$ cat config.mk
export PLATFORM = sky130hd
export DESIGN_NAME = fpalu_queue
export DESIGN_NICKNAME = d
export VERILOG_FILES = /design/src/rtl/fpalu_pkg.sv /design/src/rtl/fpalu_queue.sv
export SDC_FILE = /design/constraint.sdc
export NUM_CORES = 1
export LEC_CHECK = 0
export BUFFER_PORTS_ARGS = -buffer_cell sky130_fd_sc_hd__buf_2
export CORE_MARGIN = 2
export CORE_UTILIZATION = 57
export CTS_CLUSTER_SIZE = 25
export DETAILED_ROUTE_END_ITERATION = 8
export PLACE_DENSITY = 0.85
export SYNTH_ARGS = -nofsm -noshare
export SYNTH_HDL_FRONTEND = slang
export SYNTH_SLANG_ARGS = --single-unit
$ cat constraint.sdc
create_clock -name clk -period 6.5 [get_ports clk]
set_clock_uncertainty 0.15 [all_clocks]
set_input_delay 1.95 -clock clk [delete_from_list [all_inputs] [get_ports clk]]
set_output_delay 1.95 -clock clk [all_outputs]
set_load 0.02 [all_outputs]
$ cat src/rtl/fpalu_pkg.sv
package fpalu_pkg;

    localparam int FRACTION_BITS = 16;
    localparam int DW            = 32 + FRACTION_BITS;
    localparam int SQ_STEPS      = 26;
    localparam int SQ_SHIFT      = 10;
    localparam logic [31:0] SQ_TOP = 32'h4000_0000;
    localparam logic [31:0] ONE    = 32'd1 << FRACTION_BITS;
    localparam logic [31:0] FMASK  = ONE - 32'd1;

    localparam logic [3:0] MODE_ADD      = 4'd0;
    localparam logic [3:0] MODE_SUB      = 4'd1;
    localparam logic [3:0] MODE_MUL      = 4'd2;
    localparam logic [3:0] MODE_DIV      = 4'd3;
    localparam logic [3:0] MODE_NEG      = 4'd4;
    localparam logic [3:0] MODE_FLOOR    = 4'd5;
    localparam logic [3:0] MODE_CEIL     = 4'd6;
    localparam logic [3:0] MODE_SQRT     = 4'd7;
    localparam logic [3:0] MODE_FROM_INT = 4'd8;
    localparam logic [3:0] MODE_FRACTION = 4'd9;
    localparam logic [3:0] MODE_CMP      = 4'd10;

    typedef enum logic [1:0] {
        OP_SIMPLE,
        OP_MUL,
        OP_DIV,
        OP_SQRT
    } op_t;

    typedef struct packed {
        logic [3:0]         mode;
        logic signed [31:0] operand_a;
        logic signed [31:0] operand_b;
    } req_t;

    typedef struct packed {
        logic signed [31:0] result;
        logic               less_than;
        logic               equal;
        logic               div_by_zero;
        logic               negative_root;
    } rsp_t;

    typedef struct packed {
        op_t         op;
        logic [31:0] a;
        logic [31:0] b;
        logic [31:0] res;
        logic        lt;
        logic        eq;
    } entry_t;

    typedef struct packed {
        op_t           op;
        logic [31:0]   res;
        logic          lt;
        logic          eq;
        logic          dz;
        logic          nr;
        logic          qneg;
        logic [32:0]   rem;
        logic [DW-1:0] num;
        logic [31:0]   dmag;
        logic [31:0]   sr;
        logic [31:0]   sq;
    } stage_t;

endpackage

$ cat src/rtl/fpalu_queue.sv
module fpalu_queue (
    input  logic              clk,
    input  logic              rst_n,
    input  logic              push,
    input  fpalu_pkg::entry_t push_data,
    output logic              full,
    output logic              pop_valid,
    output fpalu_pkg::entry_t pop_data
);
    import fpalu_pkg::*;

    entry_t     mem_reg [0:1];
    logic       wr_ptr_reg;
    logic       wr_ptr_next;
    logic       rd_ptr_reg;
    logic       rd_ptr_next;
    logic [1:0] count_reg;
    logic [1:0] count_next;

    assign full      = count_reg == 2'd2;
    assign pop_valid = count_reg != 2'd0;
    assign pop_data  = mem_reg[rd_ptr_reg];

    always_comb
    begin
        wr_ptr_next = wr_ptr_reg ^ push;
        rd_ptr_next = rd_ptr_reg ^ pop_valid;
        count_next  = count_reg + {1'b0, push} - {1'b0, pop_valid};
    end

    always_ff @(posedge clk)
    begin
        if (push)
            mem_reg[wr_ptr_reg] <= push_data;
    end

    always_ff @(posedge clk or negedge rst_n)
    begin
        if (!rst_n)
        begin
            wr_ptr_reg <= 1'b0;
            rd_ptr_reg <= 1'b0;
            count_reg  <= 2'd0;
        end
        else
        begin
            wr_ptr_reg <= wr_ptr_next;
            rd_ptr_reg <= rd_ptr_next;
            count_reg  <= count_next;
        end
    end

`ifndef SYNTHESIS
    a_no_overflow: assert property (@(posedge clk) disable iff (!rst_n)
        full |-> !push)
        else $error("push into full queue");
    a_count_track: assert property (@(posedge clk) disable iff (!rst_n)
        (push && !pop_valid) |=> count_reg == $past(count_reg) + 2'd1)
        else $error("queue count lost a push");
    a_ptr_gap: assert property (@(posedge clk) disable iff (!rst_n)
        (count_reg == 2'd1) |-> (wr_ptr_reg != rd_ptr_reg))
        else $error("queue pointers out of step");
`endif
endmodule

==> flow_metrics.tcl <==
set metrics [dict create \
    outcome "finished, final reports clean" \
    htreeDepth 1 \
    startpoint_type "register" \
    die_h_um 121 \
    start_util_pct 58.8 \
    r2r_start "wr_ptr_reg" \
    ys_ff_latch 204 \
    seq_area_um2 6110 \
    setup_ws_ns 2.23 \
    r2r-end "mem_reg[0][18]" \
    fillers 857 \
    cts_buffers 20 \
    fp.coreArea_um2 13300 \
    worst-path-buf-inv 2 \
    swShare_pct 30.8 \
    slew_headroom_pct 30.2 \
    worstRegToRegCells 3 \
    rsz0062_at_grt "false" \
    drtAntennaViolNets 0 \
    slowest_delay_ns 0.52 \
    drt_iter0_drc 205 \
    fp.dieArea_um2 14700 \
    syn-cell-area_um2 7850 \
    place.gp.congestion 0.720 \
    hold_class "register to register" \
    drv_cap 0 \
    arrival_ns 2.17 \
    whs_ns 0.424 \
    cts_buffer_depth 3 \
    vias_per_cell 5.07 \
    worst-path-max-fanout 91 \
    tightest_slew_ns 1.05 \
    die_x_um 121 \
    largest_reg_flops 200 \
    power_density_nw_per_um2 455 \
    num_vias 3725 \
    multi_input_comb_area_um2 1570 \
    p_seq_share_pct 41.8 \
    grt_overflow 0 \
    dp_slack_ns 2.47 \
    setup_viol 0 \
    syn_inst 326 \
    ys_types 14 \
    pwr-share-clk_pct 24.0 \
    min_to "count_reg[1]" \
    cp-end-kind "output pin" \
    fin_setup_tns_ns 0 \
    peakVddDrop_mv 0.346 \
    cts_resized 0 \
    r2r_setup_slack_ns 4.15 \
    grt_pass1_vias 3897 \
    grt_max_degree 92 \
    power.leakage_nw 3.87 \
    path_cells "buf_12, mux2_4, buf_2" \
    fin_crit_ns 4.27 \
    critical_path_class "register to output pin" \
    slew_viol_final 0 \
    syn_nets 432 \
    wl_um 13300 \
    drcViolationCount 0 \
    final_hold_viol_count 0 \
    post_cts_buffers 0 \
    hp-start "count_reg[1]" \
    cts_num_sinks 204 \
    ys_seq_area_share_pct 77.8 \
    power_frac_comb_pct 34.1 \
    crit_required_ns 4.40 \
    syn2layout_area_growth_pct 21.8 \
    drive_gt1_share_pct 60.4 \
    syn_area_per_cell_um2 24.1 \
    min_period_over_period_pct 65.7 \
    antenna_found_initial 1 \
    intPower_w 0.00301 \
    nNetsFinal 650 \
    cts.clk_slew.worst_paths_ns 0.06 \
    cts_tree "done" \
    io_pins 205 \
    grt_util_all_layers_pct 17.5 \
    wl_per_cell_um 18.1 \
    min_path_cells 2 \
    grt_pass1_wl_um 19900 \
    num_rows 42 \
    max_clock_freq_mhz 234 \
    portBuffers 204 \
    clk_latency_ns 0.47 \
    ctsRootBufferMaster "clkbuf_16" \
    p_switching_w 0.00134 \
    dp_hpwl_um 8790 \
    critPathSlowestCell "dfrtp_4" \
    ctsHoldBuffers 0 \
    yosysWarnings 0 \
    n_antenna_cell 0 \
    critical-path-top-delay-family "buffers and inverters" \
    dr.pass1.iters 4 \
]
kinds of logic (layout without fill, tap and decap cells):
kind of cell               count (synthesis)  in the layout  synth area share [%]
and+or+nand+nor                            4              4                 0.287
xor gates and xnor gates                   2              2                 0.223
buffers and inverters                     13            245                  2.60
DFF                                      204            204                  77.8
adders and majority gates                  3              3                 0.478
muxes                                    100            100                  18.6
power groups by stage:
stage	Sequential, W	Combinational (W)	Clock [W]
after global placement	0.00183	0.00148	0
after floorplan	0.00183	0.00121	0
after detailed placement	0.00185	0.00150	0
after global routing	0.00184	0.00157	0.00112
final	0.00182	0.00148	0.00104
after CTS	0.00182	0.00150	0.00107
worst register-to-register path, stage by stage, from the launching register on:
cell and delay [ns]:
dfrtp_1 0.41, inv_1 0.10, ha_4 0.73, buf_4 0.59
Yosys cell counts, drive strengths merged:
master    n  share of area [%]
buf      11                2.5
dfrtp     4                1.3
edfxtp  200                 76
ha        3               0.48
inv       2              0.096
mux2    100                 19
nand2     1              0.048
nor2b     2               0.16
or2       1              0.080
xnor2     1               0.11
xor2      1               0.11
final cells by class:
class	instances	area share, %
clock buffer	29	5.92
clock inverter	7	0.353
inverter	2	0.0785
multi-input combinational	109	16.4
sequential	204	63.9
tap	176	2.30
timing repair buffer	207	11.0
per-layer routing:
metal	vias up	share of wire, %	GRT usage, %
met4	2	1.6	4.02
met1	1811	39	22.2
met3	20	8.8	5.22
met5	-	0.083	0
li1	1736	-	-
met2	156	51	30.0
layout by cell type, fill, tap and decap left out:
master / n
buf_12: 1
buf_2: 204
buf_4: 2
clkbuf_1: 7
clkbuf_16: 21
clkbuf_8: 1
clkinv_1: 3
clkinv_2: 3
clkinvlp_4: 1
dfrtp_1: 3
dfrtp_4: 1
edfxtp_1: 200
ha_1: 1
ha_4: 2
inv_1: 2
mux2_2: 10
mux2_4: 90
nand2_1: 1
nor2b_1: 2
or2_2: 1
xnor2_1: 1
xor2_1: 1
stage by stage:
step           total power [W]  cell area [µm²]  util [%]  cells
2_1_floorplan          0.00304             7850         -    326
3_3_place_gp           0.00330             8960      67.1    698
3_5_place_dp           0.00335             8960      67.1    698
4_1_cts                0.00440             9560      71.6    734
5_1_grt                0.00452             9560      71.6    734
6_report               0.00435             9560      71.6    734
how the worst max path moves through the flow:
stage	from	to	slack (ns)	cells past startpoint
CTS	rd_ptr_reg	pop_data[99]	2.18	3
finish	rd_ptr_reg	pop_data[35]	2.23	3
detailed placement	push	mem_reg[0][11]	2.47	3
floorplan	push	mem_reg[0][0]	1.56	1
global route	rd_ptr_reg	pop_data[99]	2.16	3
global placement	push	mem_reg[0][82]	2.53	3
Power figures use the tool's default switching activity.
