[src/rtl/fpalu_pkg.sv]
package fpalu_pkg;

    localparam int FRACTION_BITS = 16;
    localparam int DW            = 32 + FRACTION_BITS;
    localparam int SQ_STEPS      = 26;
    localparam int SQ_SHIFT      = 10;
    localparam logic [31:0] SQ_TOP = 32'h4000_0000;
    localparam logic [31:0] ONE    = 32'd1 << FRACTION_BITS;
    localparam logic [31:0] FMASK  = ONE - 32'd1;

    localparam logic [3:0] MODE_ADD      = 4'd0;
    localparam logic [3:0] MODE_SUB      = 4'd1;
    localparam logic [3:0] MODE_MUL      = 4'd2;
    localparam logic [3:0] MODE_DIV      = 4'd3;
    localparam logic [3:0] MODE_NEG      = 4'd4;
    localparam logic [3:0] MODE_FLOOR    = 4'd5;
    localparam logic [3:0] MODE_CEIL     = 4'd6;
    localparam logic [3:0] MODE_SQRT     = 4'd7;
    localparam logic [3:0] MODE_FROM_INT = 4'd8;
    localparam logic [3:0] MODE_FRACTION = 4'd9;
    localparam logic [3:0] MODE_CMP      = 4'd10;

    typedef enum logic [1:0] {
        OP_SIMPLE,
        OP_MUL,
        OP_DIV,
        OP_SQRT
    } op_t;

    typedef struct packed {
        logic [3:0]         mode;
        logic signed [31:0] operand_a;
        logic signed [31:0] operand_b;
    } req_t;

    typedef struct packed {
        logic signed [31:0] result;
        logic               less_than;
        logic               equal;
        logic               div_by_zero;
        logic               negative_root;
    } rsp_t;

    typedef struct packed {
        op_t         op;
        logic [31:0] a;
        logic [31:0] b;
        logic [31:0] res;
        logic        lt;
        logic        eq;
    } entry_t;

    typedef struct packed {
        op_t           op;
        logic [31:0]   res;
        logic          lt;
        logic          eq;
        logic          dz;
        logic          nr;
        logic          qneg;
        logic [32:0]   rem;
        logic [DW-1:0] num;
        logic [31:0]   dmag;
        logic [31:0]   sr;
        logic [31:0]   sq;
    } stage_t;

endpackage

[src/rtl/fpalu_front.sv]
module fpalu_front (
    input  fpalu_pkg::req_t   req,
    output fpalu_pkg::entry_t entry
);
    import fpalu_pkg::*;

    logic [31:0] a;
    logic [31:0] b;

    assign a = req.operand_a;
    assign b = req.operand_b;

    always_comb
    begin
        entry.op  = OP_SIMPLE;
        entry.a   = a;
        entry.b   = b;
        entry.res = 32'd0;
        entry.lt  = 1'b0;
        entry.eq  = 1'b0;
        case (req.mode) inside
            MODE_ADD:      entry.res = a + b;
            MODE_SUB:      entry.res = a - b;
            MODE_MUL:      entry.op  = OP_MUL;
            MODE_DIV, MODE_FRACTION: entry.op = OP_DIV;
            MODE_NEG:      entry.res = 32'd0 - a;
            MODE_FLOOR:    entry.res = a & ~FMASK;
            MODE_CEIL:
            begin
                if ((a & FMASK) == 32'd0)
                    entry.res = a;
                else
                    entry.res = (a & ~FMASK) + ONE;
            end
            MODE_SQRT:     entry.op  = OP_SQRT;
            MODE_FROM_INT: entry.res = a << FRACTION_BITS;
            MODE_CMP:
            begin
                entry.lt = req.operand_a < req.operand_b;
                entry.eq = a == b;
            end
            default:       entry.res = 32'd0;
        endcase
    end
endmodule

[config.mk]
export PLATFORM = sky130hd
export DESIGN_NAME = fpalu_front
export DESIGN_NICKNAME = d
export VERILOG_FILES = /design/src/rtl/fpalu_pkg.sv /design/src/rtl/fpalu_front.sv
export SDC_FILE = /design/constraint.sdc
export NUM_CORES = 1
export LEC_CHECK = 0
export ABC_AREA = 1
export BUFFER_PORTS_ARGS = -buffer_cell sky130_fd_sc_hd__buf_2
export CORE_MARGIN = 2
export CORE_UTILIZATION = 53
export DETAILED_ROUTE_END_ITERATION = 10
export PLACE_DENSITY = 0.9
export SLEW_MARGIN = 20
export SYNTH_ARGS = -nofsm -noshare
export SYNTH_HDL_FRONTEND = slang
export SYNTH_SLANG_ARGS = --single-unit
[constraint.sdc]
create_clock -name vclk -period 1.7
set_input_delay 0.085 -clock vclk [all_inputs]
set_output_delay 0.085 -clock vclk [all_outputs]
set_load 0.02 [all_outputs]
==> metrics.md, run 1 <==
| Metric | Value |
|---|---|
| IO Count | `168` |
| # port buffers | `168` |
| Std-Cell Rows | `44` |
| Stopped at | `global routing (5_1_grt)` |
| Mapped Area | `7720 sq um` |
| Die W | `125 um` |
| Post-synth cell types | `41` |
| Initial Utilization | `53.8%` |
| Gr ovfl total | `412` |
| Register area share after synthesis | `0%` |
| Syn Area/Cell | `4.88 sq um` |
| Post-synth net total | `1,720` |
| GRT Total Usage | `95.1%` |
| Detailed placer's ending HPWL | `30.3 mm` |
| Top cell type's share of synthesized area | `25.9%` |
| Ranking of synthesized cells by area | `nand2_1, inv_1, ha_1` |
| Stop err | `[ERROR GRT-0232] Routing congestion too high. Check the congestion heatmap in the GUI.` |
| Biggest area consumer among synthesized cells | `nand2_1` |
| Yosys Warn Count | `0` |
| Die height | `125 um` |
| Outcome | `did not finish` |
| Placer congestion estimate | `1.10` |
| Cell count after synthesis | `1,584` |
| Largest net degree at the start of global routing | `27` |
## Yosys cell counts, types with 13 or more instances
| master | n |
|---|---|
| ha_1 | 66 |
| nand4_1 | 31 |
| nand2_1 | 533 |
| inv_2 | 14 |
| xor2_1 | 20 |
| o21ai_0 | 63 |
| nor2_1 | 167 |
| nand3_1 | 150 |
| a21oi_1 | 87 |
| inv_1 | 243 |
| buf_4 | 70 |
| nor3_1 | 18 |
| o21bai_1 | 13 |
| buf_2 | 25 |
## metrics by stage
stage                     setup slack [ns]  instances  cell area [sq um]
after CTS                           -0.184       2112              11700
after detailed placement            -0.527       2092              10100
after global placement              -0.390       2092              10100
after floorplan                    -0.0251       1584               7750
## cells by family after synthesis
| family | count (synthesis) | synth area share [%] |
|---|---|---|
| and+or+nand+nor | 938 | 51.2 |
| AOI/OAI and AO/OA | 189 | 13.2 |
| adders and majority gates | 68 | 11.2 |
| buffers and inverters | 366 | 21.8 |
| xor gates and xnor gates | 23 | 2.61 |
## per-layer routing
layer | global-route usage [%] | overflow
met4 | 99.9 | 120
met1 | 91.4 | 39
met2 | 105 | 232
met3 | 87.0 | 19
met5 | 82.0 | 2
## repair_timing
item                                   CTS
setup buffers                           21
endpoints found under the hold margin    0
resized for setup                      405
pin swaps                               88
setup endpoints to repair               33
hold buffers                             0
==> run 2: changes to the inputs <==
CORE_UTILIZATION = 40   (was 53)
PLACE_DENSITY = default   (was 0.9)
PLACE_DENSITY_LB_ADDON = 0.15   (was default)
clock period = 2.21 ns   (was 1.7 ns; I/O delays follow)
==> metrics.md, run 2 <==
| Metric | Value |
|---|---|
| Placer congestion estimate | `1.01 (-8.2%)` |
| GRT Total Usage | `34.5%` |
| ANT cells | `0` |
| Largest net degree at the start of global routing | `27` |
| Sequential share of power | `0%` |
| Cell count after synthesis | `1,584 (unchanged)` |
| Vias per inst | `5.16` |
| Hold Path Depth | `2` |
| Inst Count DP | `2,098 (+0.29%)` |
| WHS Endpoint | `entry[65]` |
| Pre-CTS WS | `-0.0744 ns (+0.452 ns)` |
| Detailed Routing Iterations Pass 1 | `6` |
| Worst setup path class | `input pin to output port` |
| Std-Cell Rows | `50 (+14%)` |
| Launch point of the worst path | `req[28]` |
| Finished Layout Cells | `2,103` |
| Crit-path leading delay family | `simple AND/OR/NAND/NOR gates` |
| Fin area | `10,200 sq um` |
| CP Buf/Inv Count | `3` |
| RSZ-0062 raised after global routing | `yes` |
| Full die area | `20,400 sq um` |
| CP max FO | `7` |
| Top cell type's share of synthesized area | `25.9% (unchanged)` |
| Layout cell share with drive strength beyond 1 | `27.0%` |
| Seq. cell area | `0 sq um` |
| Vias in the first global route | `9,808` |
| CP Capture Type | `output port` |
| Fmax | `0.470 GHz` |
| Post-route DRC | `0` |
| Die height | `143 um (+15%)` |
| Area after DPL | `9660 sq um (-4.8%)` |
| Worst Tran Pin Value | `0.664 ns` |
| Top-count cell post-synth | `nand2_1` |
| Part of the cycle the worst path needs | `96.3%` |
| Clk pwr share | `0%` |
| Net switching power | `1.57 mW` |
| Mapped Area | `7720 sq um (unchanged)` |
| HP Class | `input pin to output port` |
| Lkg Pwr | `5.81 nW` |
| Slowest cell on the critical path | `ha_1` |
| Final net count | `1,981` |
| Commonest cells in the netlist | `nand2_1, inv_1, nor2_1` |
| Hold Startpoint | `req[31]` |
| Post-synth cell types | `41 (unchanged)` |
| Initial antenna violation count | `0` |
| Crit path DAT | `2.02 ns` |
| Slew HR | `55.7%` |
| Combinational Power Share | `100.0%` |
| Detailed placer's ending HPWL | `31.5 mm (+3.8%)` |
| Internal cell power | `0.954 mW` |
| Yosys Warn Count | `0 (unchanged)` |
| Switch share | `62.3%` |
| CP Launch Type | `input pin` |
| Initial Utilization | `41.0% (-13 points)` |
| Gr ovfl total | `0` |
| # port buffers | `168 (unchanged)` |
| Ranking of synthesized cells by area | `nand2_1, inv_1, ha_1` |
| Clk_buf instances | `0` |
| Critical path cell sequence | `buf_2 > inv_1 > ha_1 > nand2_1 > nor3_1 > nand2_1 > nor2_1 > nor2_1 > nand3_1 > nand2_1 > nor2_1 > buf_4` |
| Maximum vdd drop | `0.129 mV` |
| Hold Buf Count CTS | `0 (unchanged)` |
| Core area | `18,800 sq um` |
| Fin util | `54.1%` |
| Register area share after synthesis | `0% (unchanged)` |
| Biggest area consumer among synthesized cells | `nand2_1` |
| IO Count | `168 (unchanged)` |
| PD cells | `248 nW/um^2` |
| Die W | `143 um (+15%)` |
| Setup_tns | `0 ns` |
| Routed wire per std cell | `17.5 um` |
| Final Hold Vio Count | `0` |
| Drt total wl | `36.8 mm` |
| Syn Area/Cell | `4.88 sq um (unchanged)` |
| Vias | `10,861` |
| Max incr delay on CP | `0.41 ns` |
| Min cycle time layout | `2.13 ns` |
| Final setup violation count | `0` |
| Commonest non-fill, non-tap cell in the layout | `nand2_1` |
| Initial DRC Count | `1,025` |
| Area growth syn-to-layout | `32.0%` |
| Seq cells | `0` |
| Fillers | `2,161` |
| Worst path required time | `2.10 ns` |
| First-pass GRT wire length | `53.5 mm` |
| Commonest cells after routing, fill and taps aside | `nand2_1, inv_1, buf_4, buf_2, nor2_1` |
| Outcome | `finished clean` |
| Routed Antenna Nets | `0` |
| Final slew viol count | `0` |
| Max-Cap Viols | `0` |
| Post-synth net total | `1,720 (unchanged)` |
| Final WS setup | `0.0811 ns` |
==> run 2: per-stage QoR <==
stage	total power [mW]	hold slack, ns
after floorplan	1.37	0.334
after global placement	2.31	0.455
after detailed placement	2.32	0.461
after CTS	2.34	0.461
after global routing	2.75	0.474
final	2.53	0.459
==> run 2: per-layer routing <==
layer  global-route usage, %  share of wire, %  vias up
met4                    8.29               2.9        0
li1                        -                 -     5434
met5                       0                 0        -
met1                    49.5                45     4899
met2                    55.3                43      467
met3                    3.45               9.2       61
==> run 2: power by group through the flow <==
stage | combinational [mW] | clock [mW] | sequential (mW)
detailed placement | 2.32 | 0 | 0
finish | 2.53 | 0 | 0
floorplan | 1.37 | 0 | 0
CTS | 2.34 | 0 | 0
global route | 2.75 | 0 | 0
global placement | 2.31 | 0 | 0
==> run 2: cells by family (layout without fill, tap and decap cells) <==
kind of cell / Yosys count / after routing / synth area share, %
AOI/OAI and AO/OA: 189 / 189 / 13.2
xor gates and xnor gates: 23 / 23 / 2.61
adders and majority gates: 68 / 68 / 11.2
buffers and inverters: 366 / 625 / 21.8
and+or+nand+nor: 938 / 938 / 51.2
==> run 2: cell type report <==
cell class	count	area [sq um]	area share (%)
Timing Repair Buffer	367	2390	23.4
Inverter	258	971	9.52
Multi-Input combinational cell	1218	6510	63.9
Tap cell	260	325	3.19
==> run 2: timing repair <==
item | CTS | global route
setup endpoints to repair | 13 | 27
gates resized for setup | 14 | 111
pin swaps | 1 | 14
setup buffers | 0 | 5
==> run 2: worst max path at each step <==
stage	depth (start not counted)	endpoint	slack (ns)
global route	15	entry[22]	-0.02
floorplan	14	entry[1]	0.30
global placement	15	entry[26]	-0.06
CTS	13	entry[20]	0.00005
finish	12	entry[1]	0.08
detailed placement	15	entry[26]	-0.07
No activity file was read; power rests on OpenSTA's default activity.
